**src/rtl/core/parallel_bus_device_handshake_defines.svh**
```systemverilog
`ifndef PARALLEL_BUS_DEVICE_HANDSHAKE_DEFINES_SVH
`define PARALLEL_BUS_DEVICE_HANDSHAKE_DEFINES_SVH

// concurrent checks, compiled out when ASSERT_OFF is set
`ifndef ASSERT_OFF
`define ASSERT_IMPLIES(label, clk, rst, ante, cons, msg) \
  label: assert property (@(posedge clk) disable iff (rst) (ante) |-> (cons)) \
    else $error(msg);
`define ASSERT_NEXT(label, clk, rst, ante, cons, msg) \
  label: assert property (@(posedge clk) disable iff (rst) (ante) |=> (cons)) \
    else $error(msg);
`else
`define ASSERT_IMPLIES(label, clk, rst, ante, cons, msg)
`define ASSERT_NEXT(label, clk, rst, ante, cons, msg)
`endif

`endif

```
**src/rtl/core/pbdh_pkg.sv**
```systemverilog
package pbdh_pkg;

  localparam int PhaseW = 4;

  localparam logic [PhaseW-1:0] PH_IDLE       = 4'd0;
  localparam logic [PhaseW-1:0] PH_CMD_DAV    = 4'd1;
  localparam logic [PhaseW-1:0] PH_CMD_DAVHI  = 4'd2;
  localparam logic [PhaseW-1:0] PH_LSN_DAV    = 4'd3;
  localparam logic [PhaseW-1:0] PH_LSN_DAVHI  = 4'd4;
  localparam logic [PhaseW-1:0] PH_TLK_NRFDHI = 4'd5;
  localparam logic [PhaseW-1:0] PH_TLK_NRFDLO = 4'd6;
  localparam logic [PhaseW-1:0] PH_TLK_NDACHI = 4'd7;
  localparam logic [PhaseW-1:0] PH_TLK_NDACLO = 4'd8;

  localparam logic [1:0] ROLE_NONE   = 2'd0;
  localparam logic [1:0] ROLE_LISTEN = 2'd1;
  localparam logic [1:0] ROLE_TALK   = 2'd2;

  localparam logic [2:0] EV_NONE     = 3'd0;
  localparam logic [2:0] EV_CMD      = 3'd1;
  localparam logic [2:0] EV_DATA     = 3'd2;
  localparam logic [2:0] EV_DATA_EOI = 3'd3;
  localparam logic [2:0] EV_FETCH    = 3'd4;
  localparam logic [2:0] EV_NO_LSN   = 3'd5;

  typedef struct packed {
    logic       atn_low;
    logic       dav_low;
    logic       nrfd_low;
    logic       ndac_low;
    logic       eoi_low;
    logic [7:0] bus_data;
    logic [1:0] role;
    logic [7:0] tx_byte;
    logic       tx_last;
    logic       tx_stop;
  } pbdh_in_t;

  typedef struct packed {
    logic       nrfd_drive_low;
    logic       ndac_drive_low;
    logic       dav_drive_low;
    logic       eoi_drive_low;
    logic       atn_ack_low;
    logic       talk_enable;
    logic [7:0] data_drive;
    logic [7:0] received_byte;
    logic [2:0] event_res;
  } pbdh_out_t;

endpackage

```
**src/rtl/core/pbdh_ctrl.sv**
```systemverilog
`include "parallel_bus_device_handshake_defines.svh"

module pbdh_ctrl (
  input  logic                clk,
  input  logic                rst,
  input  logic                accept,
  input  pbdh_pkg::pbdh_in_t  item,
  output pbdh_pkg::pbdh_out_t res
);
  import pbdh_pkg::*;

  logic [PhaseW-1:0] phase, phase_next;
  logic [1:0]        active_role, active_role_next;
  logic [7:0]        out_byte, out_byte_next;
  logic              out_eoi, out_eoi_next;
  logic              stop_after, stop_after_next;
  logic [2:0]        ev;
  logic [7:0]        rx;
  logic              talking;

  always_comb begin
    phase_next       = phase;
    active_role_next = active_role;
    out_byte_next    = out_byte;
    out_eoi_next     = out_eoi;
    stop_after_next  = stop_after;
    ev               = EV_NONE;
    rx               = 8'd0;
    case (phase)
      PH_IDLE: begin
        if (item.atn_low) begin
          phase_next       = PH_CMD_DAV;
          active_role_next = ROLE_NONE;
        end
      end
      PH_CMD_DAV: begin
        if (!item.atn_low) begin
          if (active_role == ROLE_LISTEN) begin
            phase_next = PH_LSN_DAV;
          end else if (active_role == ROLE_TALK) begin
            out_byte_next   = 8'd0;
            out_eoi_next    = 1'b0;
            stop_after_next = 1'b0;
            phase_next      = PH_TLK_NRFDHI;
          end else begin
            phase_next = PH_IDLE;
          end
        end else if (item.dav_low) begin
          rx         = item.bus_data;
          ev         = EV_CMD;
          phase_next = PH_CMD_DAVHI;
        end
      end
      PH_CMD_DAVHI: begin
        // role 3 is reserved and counts as none
        active_role_next = (item.role == ROLE_LISTEN || item.role == ROLE_TALK) ?
                           item.role : ROLE_NONE;
        if (!item.dav_low) phase_next = PH_CMD_DAV;
      end
      PH_LSN_DAV: begin
        if (item.atn_low) begin
          phase_next       = PH_CMD_DAV;
          active_role_next = ROLE_NONE;
        end else if (item.dav_low) begin
          out_byte_next = item.bus_data;
          out_eoi_next  = item.eoi_low;
          phase_next    = PH_LSN_DAVHI;
        end
      end
      PH_LSN_DAVHI: begin
        if (item.atn_low) begin
          phase_next       = PH_CMD_DAV;
          active_role_next = ROLE_NONE;
        end else if (!item.dav_low) begin
          rx         = out_byte;
          ev         = out_eoi ? EV_DATA_EOI : EV_DATA;
          phase_next = PH_LSN_DAV;
        end
      end
      PH_TLK_NRFDHI: begin
        if (item.atn_low) begin
          phase_next       = PH_CMD_DAV;
          active_role_next = ROLE_NONE;
        end else if (!item.nrfd_low) begin
          out_byte_next = item.tx_byte;
          out_eoi_next  = item.tx_last;
          ev            = EV_FETCH;
          phase_next    = PH_TLK_NRFDLO;
        end
      end
      PH_TLK_NRFDLO: begin
        if (item.atn_low) begin
          phase_next       = PH_CMD_DAV;
          active_role_next = ROLE_NONE;
        end else if (!item.ndac_low && !item.nrfd_low) begin
          // both lines released: nobody is listening
          ev         = EV_NO_LSN;
          phase_next = PH_IDLE;
        end else if (item.nrfd_low) begin
          phase_next = PH_TLK_NDACHI;
        end
      end
      PH_TLK_NDACHI: begin
        if (item.atn_low) begin
          phase_next       = PH_CMD_DAV;
          active_role_next = ROLE_NONE;
        end else if (!item.ndac_low) begin
          stop_after_next = item.tx_stop;
          phase_next      = item.tx_stop ? PH_IDLE : PH_TLK_NDACLO;
        end
      end
      PH_TLK_NDACLO: begin
        if (item.atn_low) begin
          phase_next       = PH_CMD_DAV;
          active_role_next = ROLE_NONE;
        end else if (item.ndac_low) begin
          phase_next = out_eoi ? PH_IDLE : PH_TLK_NRFDHI;
        end
      end
      default: begin
        phase_next = PH_IDLE;
      end
    endcase
  end

  // line drives follow the phase after this transaction
  always_comb begin
    talking               = phase_next inside {[PH_TLK_NRFDHI:PH_TLK_NDACLO]};
    res.nrfd_drive_low    = (phase_next == PH_CMD_DAVHI) || (phase_next == PH_LSN_DAVHI);
    res.ndac_drive_low    = (phase_next == PH_CMD_DAV) || (phase_next == PH_LSN_DAV);
    res.dav_drive_low     = (phase_next == PH_TLK_NRFDLO) || (phase_next == PH_TLK_NDACHI);
    res.eoi_drive_low     = res.dav_drive_low && out_eoi_next;
    res.atn_ack_low       = (phase_next == PH_CMD_DAV) || (phase_next == PH_CMD_DAVHI);
    res.talk_enable       = talking;
    res.data_drive        = talking ? out_byte_next : 8'd0;
    res.received_byte     = rx;
    res.event_res         = ev;
  end

  always_ff @(posedge clk) begin
    if (rst) begin
      phase       <= PH_IDLE;
      active_role <= ROLE_NONE;
      out_byte    <= 8'd0;
      out_eoi     <= 1'b0;
      stop_after  <= 1'b0;
    end else if (accept) begin
      phase       <= phase_next;
      active_role <= active_role_next;
      out_byte    <= out_byte_next;
      out_eoi     <= out_eoi_next;
      stop_after  <= stop_after_next;
    end
  end

  `ASSERT_NEXT(a_atn_abort, clk, rst,
    accept && item.atn_low && (phase == PH_LSN_DAV || phase == PH_LSN_DAVHI ||
    phase == PH_TLK_NRFDHI || phase == PH_TLK_NRFDLO || phase == PH_TLK_NDACHI ||
    phase == PH_TLK_NDACLO), phase == PH_CMD_DAV && active_role == ROLE_NONE,
    "attention did not abort to command mode")
  `ASSERT_NEXT(a_cmd_byte, clk, rst, accept && ev == EV_CMD,
    phase == PH_CMD_DAVHI, "command byte without entering dav release wait")
  `ASSERT_IMPLIES(a_role_legal, clk, rst, 1'b1,
    active_role == ROLE_NONE || active_role == ROLE_LISTEN || active_role == ROLE_TALK,
    "reserved role latched")
  `ASSERT_NEXT(a_stop_idle, clk, rst, accept && phase == PH_TLK_NDACHI &&
    !item.atn_low && !item.ndac_low && item.tx_stop, phase == PH_IDLE && stop_after,
    "talker did not stop")

endmodule

```
**src/rtl/core/parallel_bus_device_handshake.sv**
```systemverilog
// an accepted transaction's result is registered into the output register
// throughput: one transaction per cycle while the skid register is empty
// a skid register holds one result so one more transaction is taken while output is stalled
// reset (rst, synchronous, active high) returns the phase to idle, clears the
// latched role and talker byte, and empties the output and skid registers
`include "parallel_bus_device_handshake_defines.svh"

module parallel_bus_device_handshake (
  input  logic                clk,
  input  logic                rst,
  input  logic                in_valid,
  output logic                in_stall,
  input  pbdh_pkg::pbdh_in_t  in_data,
  output logic                out_valid,
  input  logic                out_stall,
  output pbdh_pkg::pbdh_out_t out_data
);
  import pbdh_pkg::*;

  pbdh_out_t res;
  pbdh_out_t skid_data;
  logic      skid_valid;
  logic      accept;
  logic      take;

  assign in_stall = skid_valid;
  assign accept   = in_valid && !skid_valid;
  assign take     = out_valid && !out_stall;

  pbdh_ctrl u_ctrl (
    .clk    (clk),
    .rst    (rst),
    .accept (accept),
    .item   (in_data),
    .res    (res)
  );

  always_ff @(posedge clk) begin
    if (rst) begin
      out_valid  <= 1'b0;
      skid_valid <= 1'b0;
    end else if (skid_valid) begin
      if (take) begin
        skid_valid <= 1'b0;
      end
    end else if (accept) begin
      if (!out_valid || take) begin
        out_valid <= 1'b1;
      end else begin
        skid_valid <= 1'b1;
      end
    end else if (take) begin
      out_valid <= 1'b0;
    end
  end

  always_ff @(posedge clk) begin
    if (skid_valid) begin
      if (take) out_data <= skid_data;
    end else if (accept) begin
      if (!out_valid || take) begin
        out_data <= res;
      end else begin
        skid_data <= res;
      end
    end
  end

  `ASSERT_IMPLIES(a_skid_behind_out, clk, rst, skid_valid, out_valid,
    "skid holds a result while output is empty")
  `ASSERT_NEXT(a_skid_fill, clk, rst, accept && out_valid && out_stall,
    skid_valid, "transaction taken under stall but not parked")
  `ASSERT_NEXT(a_skid_drain, clk, rst, skid_valid && !out_stall,
    out_valid && !skid_valid, "skid did not drain into output")

endmodule

```
**config.mk**
```make
export PLATFORM = sky130hd
export DESIGN_NAME = parallel_bus_device_handshake
export DESIGN_NICKNAME = d
export VERILOG_FILES = /design/src/rtl/core/pbdh_pkg.sv /design/src/rtl/core/pbdh_ctrl.sv /design/src/rtl/core/parallel_bus_device_handshake.sv
export VERILOG_INCLUDE_DIRS = /design/src /design/src/rtl/core
export SDC_FILE = /design/constraint.sdc
export NUM_CORES = 1
export LEC_CHECK = 0
export ABC_AREA = 1
export ABC_CLOCK_PERIOD_IN_PS = 7300
export BUFFER_PORTS_ARGS = -buffer_cell sky130_fd_sc_hd__buf_4
export CAP_MARGIN = 20
export CORE_MARGIN = 8
export CORE_UTILIZATION = 61
export CTS_BUF_LIST = sky130_fd_sc_hd__clkbuf_16
export CTS_CLUSTER_DIAMETER = 120
export CTS_CLUSTER_SIZE = 25
export DETAILED_ROUTE_END_ITERATION = 6
export PLACE_DENSITY = 0.82
export SLEW_MARGIN = 20
export SYNTH_ARGS = -nofsm -noshare
export SYNTH_HDL_FRONTEND = slang
export SYNTH_SLANG_ARGS = --single-unit
```
**constraint.sdc**
```tcl
create_clock -name clk -period 7.3 [get_ports clk]
set_clock_uncertainty 0.05 [all_clocks]
set_input_delay 0.73 -clock clk [delete_from_list [all_inputs] [get_ports clk]]
set_output_delay 0.73 -clock clk [all_outputs]
set_load 0.03 [all_outputs]
```
* After elaboration in Yosys (flattened, before gate mapping)
Index checks and enable logic that the tools add are counted.
** Storage, ports and cells
- Flip-flop bits (word level) :: 67
- Input bits :: 29
** Cells by class
- Order comparisons :: 2
- Eq/ne operators :: 21
- Muxes and demuxes :: 68
- Bitwise gates (word level) :: 2
- Reduce and logical (&&, ||, !) cells :: 26
** Operators with widths (count)
- 25-bit two-way mux :: 4
- 8-bit two-way mux :: 12
- 4-bit two-way mux :: 19
- 4-bit one-hot mux with 9 select lines :: 1
- 4-bit by 3-bit == test with 1-bit output, second input constant :: 7
- 3-bit two-way mux :: 9
- 8-bit one-hot mux with 3 select lines :: 1
- 4-bit by 2-bit == test with 1-bit output, second input constant :: 4
- 1-bit two-way mux :: 16
- 8-bit one-hot mux with 2 select lines :: 1
- 3-bit one-hot mux with 4 select lines :: 1
- 3-bit AND reduction :: 4
- 4-bit by 1-bit == test with 1-bit output, second input constant :: 2
- 2-bit nonzero test :: 4
- 7-bit OR reduction :: 1
- 1-bit logical OR :: 6
- 2-bit by 1-bit inequality test with 1-bit output, second input constant :: 3
- 1-bit logical AND :: 5
- 1-bit zero test :: 5
- 2-bit by 1-bit == test with 1-bit output, second input constant :: 2
- 2-bit == test, second input constant :: 2
- 4-bit == test, second input constant :: 1
- 4-bit by 3-bit >= comparator with 1-bit output, second input constant :: 1
- 4-bit <= comparator, second input constant :: 1
- 5 further kinds :: 7

* Depth between registers and ports, before layout
Gate-level depths: netlist of run 1.
- Depth in word-level cells :: 11
- Gate-level depth with buffers :: 15
- Gate-level depth less buffers :: 15

* By module
From an unflattened synthesis of run 1, not the netlist that was laid out.
** Unflattened totals
- Cells, all modules :: 437
- Area total of the unflattened synthesis :: 3513.4 µm²
** By module, submodules not included
- parallel_bus_device_handshake :: times used 1, cells each 150, area an instance 1959.4 µm², sequential area each 1541.5 µm²
- pbdh_ctrl :: times used 1, cells each 287, area an instance 1554.0 µm², sequential area each 300.3 µm²

* Worst setup path after synthesis of run 1
Ideal clock, no wire load.
- Kind :: input to register
- Start :: in in_valid
- End :: reg out_data[0] (netlist bit), enable pin
- Arrival :: 2.237 ns
- Required time :: 6.835 ns
- Path slack :: 4.597 ns
- Stages :: 4
- Cells stage by stage :: nand2_1 > clkinv_1 > a21oi_1 > a21oi_1
** Between the ends
- Word-level cells in the longest chain between the ends :: 3
** Ends and longest elaborated chain
- start, declared :: RTL line parallel_bus_device_handshake.sv:11 : input logic in_valid,
- 1-bit logical AND :: RTL line parallel_bus_device_handshake.sv:27 : assign accept = in_valid && !skid_valid;
- 2-bit nonzero test (no line)
- 3-bit AND reduction (no line)
- end signal, assigned :: RTL line parallel_bus_device_handshake.sv:59 : if (take) out_data <= skid_data;
- end signal, assigned :: RTL line parallel_bus_device_handshake.sv:62 : out_data <= res;
- end, declared :: RTL line parallel_bus_device_handshake.sv:16 : output pbdh_pkg::pbdh_out_t out_data
Every way passes these cells.
A chain may end at the register's enable or synchronous reset.

* Final worst setup path of run 1
- Start :: reg skid_valid, in the netlist in_stall
- End :: reg out_data[3] (netlist bit), enable pin
** Between the ends
- Word-level cells in the longest chain between the ends :: 4
** Ends and longest elaborated chain
- start, declared :: RTL line parallel_bus_device_handshake.sv:22 : logic skid_valid;
- start signal, assigned :: RTL line parallel_bus_device_handshake.sv:41 : skid_valid <= 1'b0;
- start signal, assigned :: RTL line parallel_bus_device_handshake.sv:44 : skid_valid <= 1'b0;
- start signal, assigned :: RTL line parallel_bus_device_handshake.sv:50 : skid_valid <= 1'b1;
- 1-bit zero test :: RTL line parallel_bus_device_handshake.sv:27
- 1-bit logical AND :: RTL line parallel_bus_device_handshake.sv:27
- 2-bit nonzero test (no line)
- 3-bit AND reduction (no line) (*)
Mark *: on every way between the ends. The rest lies on a longest branch, timed or not.

==> results of run 1 <==
cell families (layout without fill, tap and decap cells):
logic type,after synthesis,after routing,share of synthesized area
compound gates,65,65,0.100
buf+inv,87,148,0.0922
simple gates,220,220,0.291
flops,67,67,0.507
fa+ha+maj,3,3,0.0103
synth_stat cells, types with 9 or more instances:
cell type / number / area [sq um]
sky130_fd_sc_hd__nand4_1: 10 / 62.6
sky130_fd_sc_hd__nand3_1: 18 / 90.1
sky130_fd_sc_hd__nand2_2: 9 / 56.3
sky130_fd_sc_hd__o21ai_0: 28 / 140
sky130_fd_sc_hd__inv_1: 65 / 244
sky130_fd_sc_hd__nor2_2: 14 / 87.6
sky130_fd_sc_hd__edfxtp_1: 50 / 1500
sky130_fd_sc_hd__a21oi_1: 21 / 105
sky130_fd_sc_hd__nand2_1: 132 / 495
sky130_fd_sc_hd__nor2_1: 24 / 90.1
sky130_fd_sc_hd__dfxtp_1: 17 / 340
final cells by class:
cell class	instances	area, sq um	share of cell area
Inverter	74	278	0.0630
Clock inverter	7	68.8	0.0156
Tap cell	75	93.8	0.0213
Multi-Input combinational cell	288	1470	0.332
Sequential cell	67	1840	0.418
Timing Repair Buffer	58	435	0.0988
Clock buffer	9	225	0.0511
power groups by stage:
stage / clock (mW) / combinational [mW] / sequential (mW)
after floorplan: 0 / 0.114 / 0.482
after global placement: 0 / 0.201 / 0.458
after detailed placement: 0 / 0.205 / 0.458
after CTS: 0.424 / 0.208 / 0.451
after global routing: 0.442 / 0.226 / 0.453
final: 0.425 / 0.210 / 0.451
state kept, by name, summed over array words and instances (netlist names):
name and count:
u_ctrl.active_role 2, u_ctrl.out_eoi 1, u_ctrl.out_byte 8, in_stall 1
skid_data 25, out_valid 1, u_ctrl.phase 4, out_data 25
stage by stage:
step | instances | cell area [sq um] | util | hold slack [ps]
CTS | 578 | 4410 | 0.753 | 467
global route | 578 | 4410 | 0.753 | 497
detailed placement | 562 | 4110 | 0.703 | 454
finish | 578 | 4410 | 0.753 | 466
floorplan | 442 | 3640 | - | 444
global placement | 562 | 4110 | 0.703 | 451
metal layers:
| metal | share of wire | vias up | routed length [microns] |
|---|---|---|---|
| li1 | - | 1536 | - |
| met1 | 0.38 | 1566 | 3970 |
| met2 | 0.48 | 246 | 4920 |
| met3 | 0.10 | 38 | 1070 |
| met4 | 0.036 | 0 | 371 |
| met5 | 0 | - | 0 |
worst max-delay path: cells and delay by family, from the launching register on:
kind / cells / cell delay (ps)
simple gates: 1 / 500
compound gates: 2 / 410
buf+inv: 4 / 1560
flops: 1 / 300
worst min path at each step:
stage	slack, ps	endpoint	from
2_1_floorplan	440	out_data[20]	skid_data[20]
3_3_place_gp	450	out_data[24]	skid_data[24]
3_5_place_dp	450	out_data[14]	skid_data[14]
4_1_cts	470	out_data[16]	skid_data[16]
5_1_grt	500	out_data[7]	skid_data[7]
6_report	470	out_data[16]	skid_data[16]
==> flow_results.org, run 1 <==
** Global routing
- The first global-routing pass estimated 16.4 mm of wire.
- Maximum number of pins on one net before global-route repair :: 33
- Global routing usage summed across all routing layers :: 0.244
- Number of global-route vias before repair :: 3293
- In this run the most used layer during global routing was met2.
- Global-route met3 utilization :: 0.0641
- After global routing the overflow that remains totals 0.
- GRT met2 Usage :: 0.399
- For this run, global-route usage on met1 was measured as 0.291.
- Antenna violations before repair :: 0

** Clock network
- Post-CTS timing repair inserted 0 buffers for setup.
- Hold repair after CTS inserted 0 buffers.
- Clock Latency Late Sink :: 330 ps
- CTS tree :: yes
- Clock-pin slew on the worst setup and hold paths :: 60 ps
- The clock passes through at most 2 buffers.
- The H-tree was split into 3 levels.
- Clock tree root driver cell :: sky130_fd_sc_hd__clkbuf_16
- Number of clock sinks :: 67
- Gates resized during post-CTS repair numbered 0.
- CTS Buf Count :: 9

** STA
- The number of max-slew violations in the final report came to 0.
- Final worst-path cycle share :: 0.428
- Static timing analysis puts the maximum clock frequency at 0.320 GHz.
- Setup repair after global routing left no endpoint under its margin.
- Setup violations remaining at the end of the flow were counted as 0.
- The total count of hold-check failures in the final report came to 0.
- Transition time at the pin with the least slew margin :: 933 ps
- For the final routed database, the setup TNS stands at 0 ps.
- Setup slack on the critical path of the routed design comes to 4180 ps.
- In this run the tightest slew margin relative to its limit is 0.375.
- The routed design could run at a clock period as short as 3120 ps.

** Synthesis
- In this run the cell area of the synthesized design comes to 3640 sq um.
- Distinct cells, synth :: 28
- Cells after Synth :: 442
- Syn avg cell area :: 8.23 sq um
- Number of synthesis warnings :: 0
- In this run, synthesis produced a sequential element count of 67.
- Number of nets produced by synthesis :: 474
- For this run, asynchronously set or reset flops after synthesis account for 0.
- Among all flip-flop cells after synthesis, the most frequent one is sky130_fd_sc_hd__edfxtp_1.
- Sequential cell area fraction in the yosys report :: 0.507
- In this run, synthesis inferred 50 flip-flops with an integrated enable.

** Final layout
- 0 antenna diodes ended up in the layout.
- Of the cells placed in the final design, the portion with a size suffix greater than 1 is 0.247.
- Post-layout net count :: 530
- Leaving out fill and tap cells, the most frequent cell in the layout is sky130_fd_sc_hd__nand2_1.
- Relative area change from synthesis to final layout :: 21.2%
- Fillcell total :: 420
- Most used cells in the layout excluding fill and tap cells :: 132 x sky130_fd_sc_hd__nand2_1, 65 x sky130_fd_sc_hd__inv_1, 58 x sky130_fd_sc_hd__buf_4

** Critical path
- Along the worst path, the maximum fanout reaches 32.
- In this run the critical register-to-register path is launched from in_stall.
- Crit end category :: register
- The endpoint identified for the worst register-to-register timing path is out_data[3].
- STA classifies the critical path startpoint as a register.
- CP cell instances :: buf_4 > inv_1 > nand2_1 > clkinv_1 > a21oi_1 > a21oi_2 > buf_4
- Arrival time worst endpoint :: 3130 ps
- Worst path max stage delay :: 550 ps
- Counting stages on the worst path, the most repeated cell is sky130_fd_sc_hd__buf_4.
- The most critical setup path has its endpoint at out_data[3].
- Reg2reg setup slack :: 4180 ps
- On the critical path, the stage with the largest delay is an instance of sky130_fd_sc_hd__clkinv_1.
- The critical path is of the reg -> reg type.
- Measured in cells, the most critical reg-to-reg path has a length of 7.
- At the worst endpoint, the required time is 7300 ps.
- In this run the worst setup path begins at in_stall.

** Die
- Overall die width :: 93.2 microns
- For this design the top-level I/O count stands at 56.
- Die Ht :: 93.2 microns
- Initial Util :: 0.621
- DIE AREA :: 8690 sq um
- The total area inside the core boundary comes to 5850 sq um.
- Cell Rows :: 28

** Placed design
- The count of buffers added on input and output ports is 55.
- OpenSTA, run right after detailed placement, puts the worst setup slack at 4220 ps.
- RD Place Congestion :: 0.936
- Summed over all nets, the half-perimeter wirelength after detailed placement is 6.72 mm.

** Worst hold path
- Worst min-delay path category :: reg -> reg
- Worst hold path cell count :: 2

** Detailed routing
- WL per Instance :: 17.9 microns
- The routed layout has 3386 vias.
- The count of nets left with antenna violations once routing finished came out at 0.
- The first TritonRoute pass finished after 5 iterations.
- Number of DRC markers after the initial detailed-route iteration :: 392
- After detailed routing, the number of vias per cell comes to 5.86.
- The routed design has 10.3 mm of wire.
- For this run, design rule violations remaining after detail routing come to 0.

** Run status
- The run finished with clean final reports.

** Pwr
- Sw power :: 0.320 mW
- The internal portion of the total power is 0.765 mW.
- Part of the total power dissipated in combinational logic :: 0.193
- Leakage dissipation :: 2.07 nW
- Relative contribution of sequential cells to total power :: 0.416
- The share of total power dissipated in the clock network is 0.391.
- Total power density per cell area :: 246 nW/um^2
- Across the VDD grid, the largest voltage drop is 183 uV.
- Of the total power, the share spent switching nets is 0.295.
- Overall power of the completed layout :: 1.09 mW

** Flow run
- Max-cap violations :: 0
Power figures use the tool's default switching activity.
==> run 2: changes to the inputs <==
- ABC_AREA: 1 -> 0
- ABC_CLOCK_PERIOD_IN_PS: 7300 -> 2590
- CORE_UTILIZATION: 61 -> 51
- PLACE_DENSITY: 0.82 -> 0.73
- clock period: 7.3 -> 2.59 ns (I/O delays scaled with it)
==> run 2 against run 1 <==
Against the previous run:
- global-route usage shrank 6.5 points
- sequential share of layout area up 1.9 points
- critical endpoint is now out_data[18]
- worst hold slack got worse by 250 ps
- power rose to 2.6 times the previous value
- highest routed layer unchanged
- largest cell class unchanged
==> flow_results.org, run 2 <==
** Clock network
- Clock latency on the worst-skew pair, taken at its later pin, is 320 ps.
- After clock tree synthesis, the repair step resized 0 gates.
- In this run the number of H-tree levels came out at 3.
- The number of hold buffers added after CTS was 0.
- Clock Path Buffers :: 2
- Clock tree root driver cell :: sky130_fd_sc_hd__clkbuf_16
- CTS tree :: yes
- After clock tree synthesis, the clock-pin slew on the worst setup and hold paths is 50 ps.
- The number of clock buffers added by TritonCTS is 9.
- # Post-CTS Setup Buffers :: 0
- The tree built by TritonCTS fans out to 67 sinks.

** Synthesis
- Most instantiated cells after synthesis :: 50 x sky130_fd_sc_hd__edfxtp_1, 28 x sky130_fd_sc_hd__nor2_1, 21 x sky130_fd_sc_hd__nand2_1
- Among all cell types in the netlist, the one instantiated most often is sky130_fd_sc_hd__edfxtp_1.
- Post-synth top area share :: 0.450
- Cells after Synth :: 294
- Summed instance area of the synthesized netlist :: 3330 sq um
- For this run, the number of Yosys warnings is 0.
- In this run, synthesis produced a sequential element count of 67.
- Distinct cells, synth :: 55
- Proportion of register bits with asynchronous set or reset after synthesis :: 0
- Yosys mapped a number of flops with a built-in enable equal to 50.
- The share of the Yosys chip area taken by registers is 0.552.
- Of all cell types, the one taking the most synthesized area is sky130_fd_sc_hd__edfxtp_1.
- In this run the mean area of a mapped cell was 11.3 sq um.
- Sorting the synthesized cells by area gives the leading types as sky130_fd_sc_hd__edfxtp_1 45%, sky130_fd_sc_hd__dfxtp_1 10%, sky130_fd_sc_hd__mux2_2 3.7%, sky130_fd_sc_hd__nor2_1 3.2%, sky130_fd_sc_hd__a222oi_1 2.7%.
- Number of nets produced by synthesis :: 326
- Prevailing post-synth register cell :: sky130_fd_sc_hd__edfxtp_1

** Global routing
- The via count of the first global-routing pass was 2724.
- Maximum number of pins on one net before global-route repair :: 33
- For this run the aggregate overflow at the end of global routing stands at 0.
- First-pass GRT wire length :: 13.8 mm
- Antenna violations before repair :: 0
- Global routing usage summed across all routing layers :: 0.180

** STA
- For the final routed database, the setup TNS stands at 0 ps.
- Unrepaired setup endpoints after global routing :: no
- Setup violations remaining at the end of the flow were counted as 0.
- The worst pin sits at a relative slew slack of 0.621.
- Min Hold Slack :: 218 ps
- The number of max-slew violations in the final report came to 0.
- At the pin with the least slew margin, the transition time is 568 ps.
- Final hold violation count :: 0
- Smallest setup slack after layout :: 120 ps
- The routed design could run at a clock period as short as 2470 ps.
- Final worst-path cycle share :: 0.954
- Achievable clock frequency :: 0.405 GHz

** Pwr
- Summed over all nets, the switching power comes to 0.786 mW.
- Relative contribution of sequential cells to total power :: 0.443
- VDD sags by at most 549 uV.
- Total power density per cell area :: 678 nW/um^2
- Part of the total power dissipated in combinational logic :: 0.186
- The share of total power dissipated in the clock network is 0.371.
- For this design the static power due to leakage is 1.60 nW.
- Sw frac :: 0.275
- The internal portion of the total power is 2.07 mW.

** Critical path
- Crit-path slowest cell :: sky130_fd_sc_hd__or4b_4
- In this run the critical register-to-register path is launched from u_ctrl.phase[1].
- Among cell families on the critical path, the largest total delay comes from simple AND/OR/NAND/NOR gates.
- On the worst path, the slowest cell contributes a delay of 570 ps.
- Counting buffers and inverters, the worst setup path is 6 cells deep.
- Along the worst path, the maximum fanout reaches 9.
- For the worst setup path, the data arrival time is 2470 ps.
- Crit path capture :: out_data[18]
- Number of buffers and inverters on the critical path :: 0
- Depth of the worst register-to-register path :: 6
- The setup path with the least slack is of type reg -> reg.
- The endpoint identified for the worst register-to-register timing path is out_data[18].
- The most critical setup path has its startpoint at u_ctrl.phase[1].
- STA classifies the critical path startpoint as a register.
- Traced cell by cell, the critical path runs through or4b_4 > nor4b_4 > o211ai_4 > a222oi_1 > nand2b_1 > o311ai_1.
- The worst setup path is captured at a register.
- At the worst endpoint, the required time is 2590 ps.
- The setup check on the worst reg-to-reg path leaves a slack of 120 ps.

** Detailed routing
- The final layout contains routed wiring with a total length of 8.71 mm.
- After detailed routing, the number of remaining DRC violations is 0.
- In this run, the number of DRC markers left after iteration 0 of detailed routing was 202.
- In the final routed layout, each cell accounts on average for 19.4 microns.
- Total via count in the routed design :: 2770
- Vias per cell :: 6.18
- Detailed Routing Iterations Pass 1 :: 6
- Once detail routing completed, the nets flagged for antenna violations numbered 0.

** Final layout
- Final standard cell count with taps included and fillers excluded :: 448
- Most used cells in the layout excluding fill and tap cells :: 80 x sky130_fd_sc_hd__buf_4, 50 x sky130_fd_sc_hd__edfxtp_1, 28 x sky130_fd_sc_hd__nor2_1
- Count of inserted antenna diode cells :: 0
- The largest registers in the layout are out_data x25, skid_data x25, u_ctrl.out_byte x8.
- Most frequent standard cell in the layout excluding fill and tap cells :: sky130_fd_sc_hd__buf_4
- Of the cells placed in the final design, the portion with a size suffix greater than 1 is 0.299.
- Post-layout net count :: 398
- The filler cells instantiated in the layout total 495.
- Storage element area :: 1840 sq um
- Post-route standard cell area excluding fillers :: 4210 sq um
- Total area of multi-input combinational cells :: 1390 sq um
- Relative area change from synthesis to final layout :: 26.4%

** Placed design
- Once placement completed, the tool counted placed cells totaling 432.
- Routability-driven placement finished with a final weighted congestion of 0.964.
- Placed Area :: 3960 sq um
- Post-detailed-placement half-perimeter wirelength :: 5.88 mm
- PortBufs :: 55
- At the placement stage, the worst setup path has a slack of 173 ps.

** Die
- In this run the vertical extent of the chip is 96.9 microns.
- Cell Rows :: 29
- Initial Util :: 0.525
- In this run the horizontal extent of the chip is 96.9 microns.
- The total area inside the core boundary comes to 6350 sq um.
- The floorplan step defined a die boundary enclosing 9380 sq um.
- Number of ports placed on the die boundary :: 56

** Flow run
- Max-cap violations :: 0

** Worst hold path
- Worst min-delay path category :: in -> reg
- The worst hold path passes through 3 cells.

** Run status
- Run status :: complete, no violations
==> run 2: cell count changes after synthesis, sizes merged, moves of 12 or more <==
cell | previous run | this run
a21oi | 23 | 9
nor3 | 0 | 17
a211oi | 0 | 12
inv | 73 | 8
nor2 | 42 | 28
nand2b | 0 | 13
nand2 | 146 | 21
o21ai | 30 | 8
nand3 | 22 | 1
==> run 2: worst min-delay path by stage <==
| stage | endpoint | from | slack [ps] |
|---|---|---|---|
| finish | in_stall | in_valid | 220 |
| global route | u_ctrl.active_role[1] | rst | 220 |
| detailed placement | u_ctrl.out_byte[0] | u_ctrl.out_byte[0] | 460 |
| global placement | u_ctrl.out_byte[6] | u_ctrl.out_byte[6] | 450 |
| CTS | u_ctrl.out_byte[5] | rst | 210 |
| floorplan | in_stall | out_stall | 400 |
==> run 2: through the flow <==
stage               utilization  total power, mW
floorplan                     -             1.60
global placement          0.623             1.80
detailed placement        0.623             1.81
CTS                       0.664             2.86
global route              0.664             2.94
finish                    0.664             2.86
==> run 2: cell type report <==
class / instances / area share
Clock inverter: 7 / 0.00772
Tap cell: 77 / 0.0229
Multi-Input combinational cell: 200 / 0.329
Clock buffer: 9 / 0.0534
Timing Repair Buffer: 80 / 0.143
Inverter: 8 / 0.00713
Sequential cell: 67 / 0.437
==> run 2: power groups by stage <==
stage          Sequential, mW  Combinational [mW]  Clock, mW
6_report                 1.27               0.530       1.06
4_1_cts                  1.27               0.530       1.06
2_1_floorplan            1.36               0.239          0
5_1_grt                  1.27               0.567       1.10
3_3_place_gp             1.28               0.516          0
3_5_place_dp             1.29               0.524          0
==> run 2: logic make-up (layout without fill, tap and decap cells) <==
logic type / after synthesis / in the layout / share of synthesized area
buf+inv: 27 / 104 / 0.0326
compound gates: 78 / 78 / 0.186
simple gates: 102 / 102 / 0.164
mux: 14 / 14 / 0.0462
flops: 67 / 67 / 0.552
xor+xnor: 3 / 3 / 0.00788
fa+ha+maj: 3 / 3 / 0.0113
==> run 2: routing by layer <==
metal	GRT usage	vias to the layer above	part of all wire
met1	0.236	1323	0.42
met4	0.0840	0	0.016
li1	-	1289	-
met3	0.0413	14	0.084
met5	0	-	0
met2	0.274	144	0.48
==> run 2: worst reg2reg max path, delay by kind of cell (launching register included) <==
| kind | cells | cell delay, ps |
|---|---|---|
| AND/OR/NAND/NOR | 3 | 1090 |
| flip-flops | 1 | 310 |
| AO/OA/AOI/OAI | 3 | 760 |
==> run 3: changes to the inputs <==
- SYNTH_HIERARCHICAL: default -> 1
==> run 3 against run 2 <==
Against the previous run:
- combinational power shrank 18%
- clock-buffer cell count is the same
- non-clock buffer count decreased by 3
- critical path depth is 3 higher
- via count is 11% lower
- global-route usage fell by 1.4 points
- sequential cell count is the same
- die area grew 1.8%
- routed wire length shrank 11%
- synthesized cell count shrank 4.4%
- critical endpoint is now out_data[14]
==> flow_results.org, run 3 <==
** Run status
- The flow ran to the end, and the final reports show no timing, DRC or antenna violations.

** Clock network
- CTS tree :: yes
- The clock passes through at most 2 buffers.
- CTS HTree Levels :: 3
- After clock tree synthesis, the setup repair step added 0 buffers.
- Gates resized during post-CTS repair numbered 0.
- The number of hold buffers added after CTS was 0.
- After clock tree synthesis, the clock-pin slew on the worst setup and hold paths is 50 ps.
- CTS Buf Count :: 9
- Number of clock sinks :: 67
- Clock tree root driver cell :: sky130_fd_sc_hd__clkbuf_16
- Clock Latency Late Sink :: 320 ps

** Pwr
- Total power density per cell area :: 668 nW/um^2
- Of the total power, registers draw 0.441.
- In this run the static leakage power is 1.61 nW.
- Part of the total power dissipated in combinational logic :: 0.154
- Of the total power, the share spent switching nets is 0.246.
- Worst supply voltage drop on vdd :: 352 uV
- Part of the total power dissipated in the clock network :: 0.405
- Sw power :: 0.696 mW
- Internal :: 2.14 mW
- Power comes to 2.83 mW.

** Final layout
- In the final layout, the registers with the most flip-flops are out_data x25, skid_data x25, u_ctrl/out_byte x8.
- Of the cells placed in the final design, the portion with a size suffix greater than 1 is 0.424.
- In the layout the commonest cells are 76 x sky130_fd_sc_hd__buf_4, 50 x sky130_fd_sc_hd__edfxtp_1, 34 x sky130_fd_sc_hd__nor2_1.
- The net count of the finished layout is 381.
- Count of inserted antenna diode cells :: 0
- Most frequent standard cell in the layout excluding fill and tap cells :: sky130_fd_sc_hd__buf_4
- Relative area change from synthesis to final layout :: 24.5%

** STA
- Achievable clock frequency :: 0.410 GHz
- Setup total negative slack on the finished layout was measured at 0 ps.
- The number of max-slew violations in the final report was 0.
- Setup repair after global routing left no endpoint under its margin.
- The routed design could run at a clock period as short as 2440 ps.
- The total count of hold-check failures in the final report came to 0.
- Measured against its own limit, the worst slew margin works out to 0.656.
- Transition time at the pin with the least slew margin :: 509 ps
- Setup violations remaining at the end of the flow were counted as 0.
- Final worst-path cycle share :: 0.941

** Worst hold path
- In this run the worst hold path is classified as in -> reg.
- The worst hold path passes through 3 cells.

** Synthesis
- Post-synthesis share of cell area spent on xor and xnor gates :: 0.00514
- Post-synth top area share :: 0.441
- Most instantiated cells after synthesis :: 50 x sky130_fd_sc_hd__edfxtp_1, 35 x sky130_fd_sc_hd__nor2_1, 19 x sky130_fd_sc_hd__mux2_2
- The compound-cell area share of the yosys netlist is 0.149.
- Sequential cell area fraction in the yosys report :: 0.540
- Number of nets produced by synthesis :: 313
- Measured against the total synthesized area, the mux share comes to 0.105.
- Prevailing post-synth register cell :: sky130_fd_sc_hd__edfxtp_1
- Cell types with the largest area share after synthesis :: sky130_fd_sc_hd__edfxtp_1 44%, sky130_fd_sc_hd__dfxtp_1 10%, sky130_fd_sc_hd__mux2_2 6.3%, sky130_fd_sc_hd__a21oi_2 4.6%, sky130_fd_sc_hd__nor2_1 3.9%
- Most area-hungry cell type in the Yosys netlist :: sky130_fd_sc_hd__edfxtp_1
- Counting flops with a built-in enable in the synthesized netlist gives 50.
- Summing every instance area after synthesis gives 3410 sq um.
- By area, the combinational part of the netlist is dominated by compound AO/OA/AOI/OAI gates.
- Synthesized-area fraction occupied by and/or/nand/nor cells :: 0.138
- Most frequently used cell type in the post-synthesis netlist :: sky130_fd_sc_hd__edfxtp_1
- Counting every instance in the synthesized netlist gives 281.
- Yosys reg bits :: 67
- For this run, the number of Yosys warnings is 6.
- The synthesized netlist contains 53 unique library cells.
- Adder-cell share of the synthesized area :: 0.0110
- Proportion of register bits with asynchronous set or reset after synthesis :: 0
- Syn avg cell area :: 12.1 sq um

** Detailed routing
- Wires add up to 7.77 mm.
- Remaining number of nets flagged by the antenna check after routing :: 0
- WL per Instance :: 18.0 microns
- Detailed Routing Iterations Pass 1 :: 4
- Number of DRC markers after the initial detailed-route iteration :: 167
- In the routed design, unresolved DRC markers number 0.
- Using the TritonRoute via totals, the vias-per-cell ratio works out to 5.74.
- Detailed routing inserted a total of 2473 vias.

** Die
- Overall die width :: 97.8 microns
- In this run the count of I/O pins placed on the die edge is 56.
- The total area inside the core boundary comes to 6420 sq um.
- Initial Util :: 0.531
- The floorplan has 29 rows.
- The die covers 9560 sq um.
- Die Ht :: 97.8 microns

** Critical path
- Among all stages on the critical path, the largest delay is contributed by sky130_fd_sc_hd__a21bo_2.
- Crit end category :: register
- The number of buffers and inverters on the critical path is 1.
- The largest single stage delay on the critical path is 380 ps.
- Crit. path cell count :: 9
- On the critical path the largest part of the delay comes from compound AO/OA/AOI/OAI gates.
- STA puts the critical path data arrival time at 2460 ps.
- The setup path with the least slack is of type reg -> reg.
- Critical-path maximum fanout :: 9
- STA classifies the critical path startpoint as a register.
- Depth of the worst register-to-register path :: 9
- The setup check on the worst reg-to-reg path leaves a slack of 150 ps.
- Worst Path Required :: 2620 ps
- Walking the worst path, the cells encountered are inv_1 > ha_1 > nor2b_1 > nor3b_2 > a211o_1 > nor2_2 > a21bo_2 > a21oi_2 > mux2_4.

** Global routing
- GRT met1 Usage :: 0.194
- First-pass GRT wire length :: 12.7 mm
- The number of antenna violations at the first check in global routing was 0.
- The via count of the first global-routing pass came to 2552.
- After global routing the overflow that remains totals 0.
- For met2 alone, demand over resource in global routing was 0.280.
- Entering global routing, the biggest net connects 30 pins.
- Across every metal layer, demand over resource in global routing totals 0.166.
- In the global route stage, met3 resource usage came out at 0.0468.
- Grt peak-use layer :: met2

** Flow run
- The tool flagged a number of max-cap violations equal to 0.

** Placed design
- Input and output buffers added on the ports amount to 55.
- Post-detailed-placement half-perimeter wirelength :: 5.51 mm
- The congestion estimate from routability-driven global placement came to 0.848.
## run 3: cell types whose count changed in the layout (fill, tap and decap cells not counted), moves of 9 or more
cell,change
sky130_fd_sc_hd__a22oi_1,+9
sky130_fd_sc_hd__nand2b_1,-10
sky130_fd_sc_hd__nor3_1,-10
sky130_fd_sc_hd__a21oi_2,+16
sky130_fd_sc_hd__a222oi_1,-9
## run 3: worst paths after layout
path | startpoint | to
worst min-delay path | out_stall | out_valid
worst max-delay path | u_ctrl/active_role[0] | out_data[14]
worst max register to register | u_ctrl/active_role[0] | out_data[14]
worst min register to register | u_ctrl/out_byte[3] | u_ctrl/out_byte[3]
## run 3: layout make-up
type,instances,area [sq um]
tap,77,96.3
timing repair buffer,77,591
clock buffer,9,225
sequential,67,1840
inverter,8,30.0
clock inverter,7,58.8
multi-input combinational,186,1400
fill,477,2180
## run 3: power by group through the flow
stage	clock (mW)	combinational (mW)	sequential, mW
6_report	1.15	0.437	1.25
5_1_grt	1.22	0.467	1.26
4_1_cts	1.16	0.438	1.25
3_5_place_dp	0	0.436	1.27
3_3_place_gp	0	0.429	1.27
2_1_floorplan	0	0.204	1.34
## run 3: worst reg2reg max path: stages (launching register included)
cell,delay [ps]
sky130_fd_sc_hd__dfxtp_1,350
sky130_fd_sc_hd__inv_1,70
sky130_fd_sc_hd__ha_1,270
sky130_fd_sc_hd__nor2b_1,140
sky130_fd_sc_hd__nor3b_2,60
sky130_fd_sc_hd__a211o_1,300
sky130_fd_sc_hd__nor2_2,220
sky130_fd_sc_hd__a21bo_2,380
sky130_fd_sc_hd__a21oi_2,80
sky130_fd_sc_hd__mux2_4,280
## run 3: layer usage
metal | vias up | share of wire
met2 | 89 | 0.50
met1 | 1201 | 0.43
met5 | - | 0
met3 | 9 | 0.063
li1 | 1174 | -
met4 | 0 | 0.014
## run 3: stage by stage
| stage | utilization | setup WS (ps) | hold slack [ps] | cell area (sq um) | std cells |
|---|---|---|---|---|---|
| global route | 0.661 | 34.6 | 219 | 4240 | 431 |
| finish | 0.661 | 153 | 181 | 4240 | 431 |
| detailed placement | 0.616 | 49.2 | 462 | 3960 | 415 |
| global placement | 0.616 | 69.0 | 452 | 3960 | 415 |
| CTS | 0.661 | 52.4 | 181 | 4240 | 431 |
| floorplan | - | 251 | 278 | 3410 | 281 |
## run 3: cells by family after synthesis
logic type / Yosys count
simple gates: 86
flops: 67
compound gates: 65
mux: 30
buf+inv: 28
fa+ha+maj: 3
xor+xnor: 2
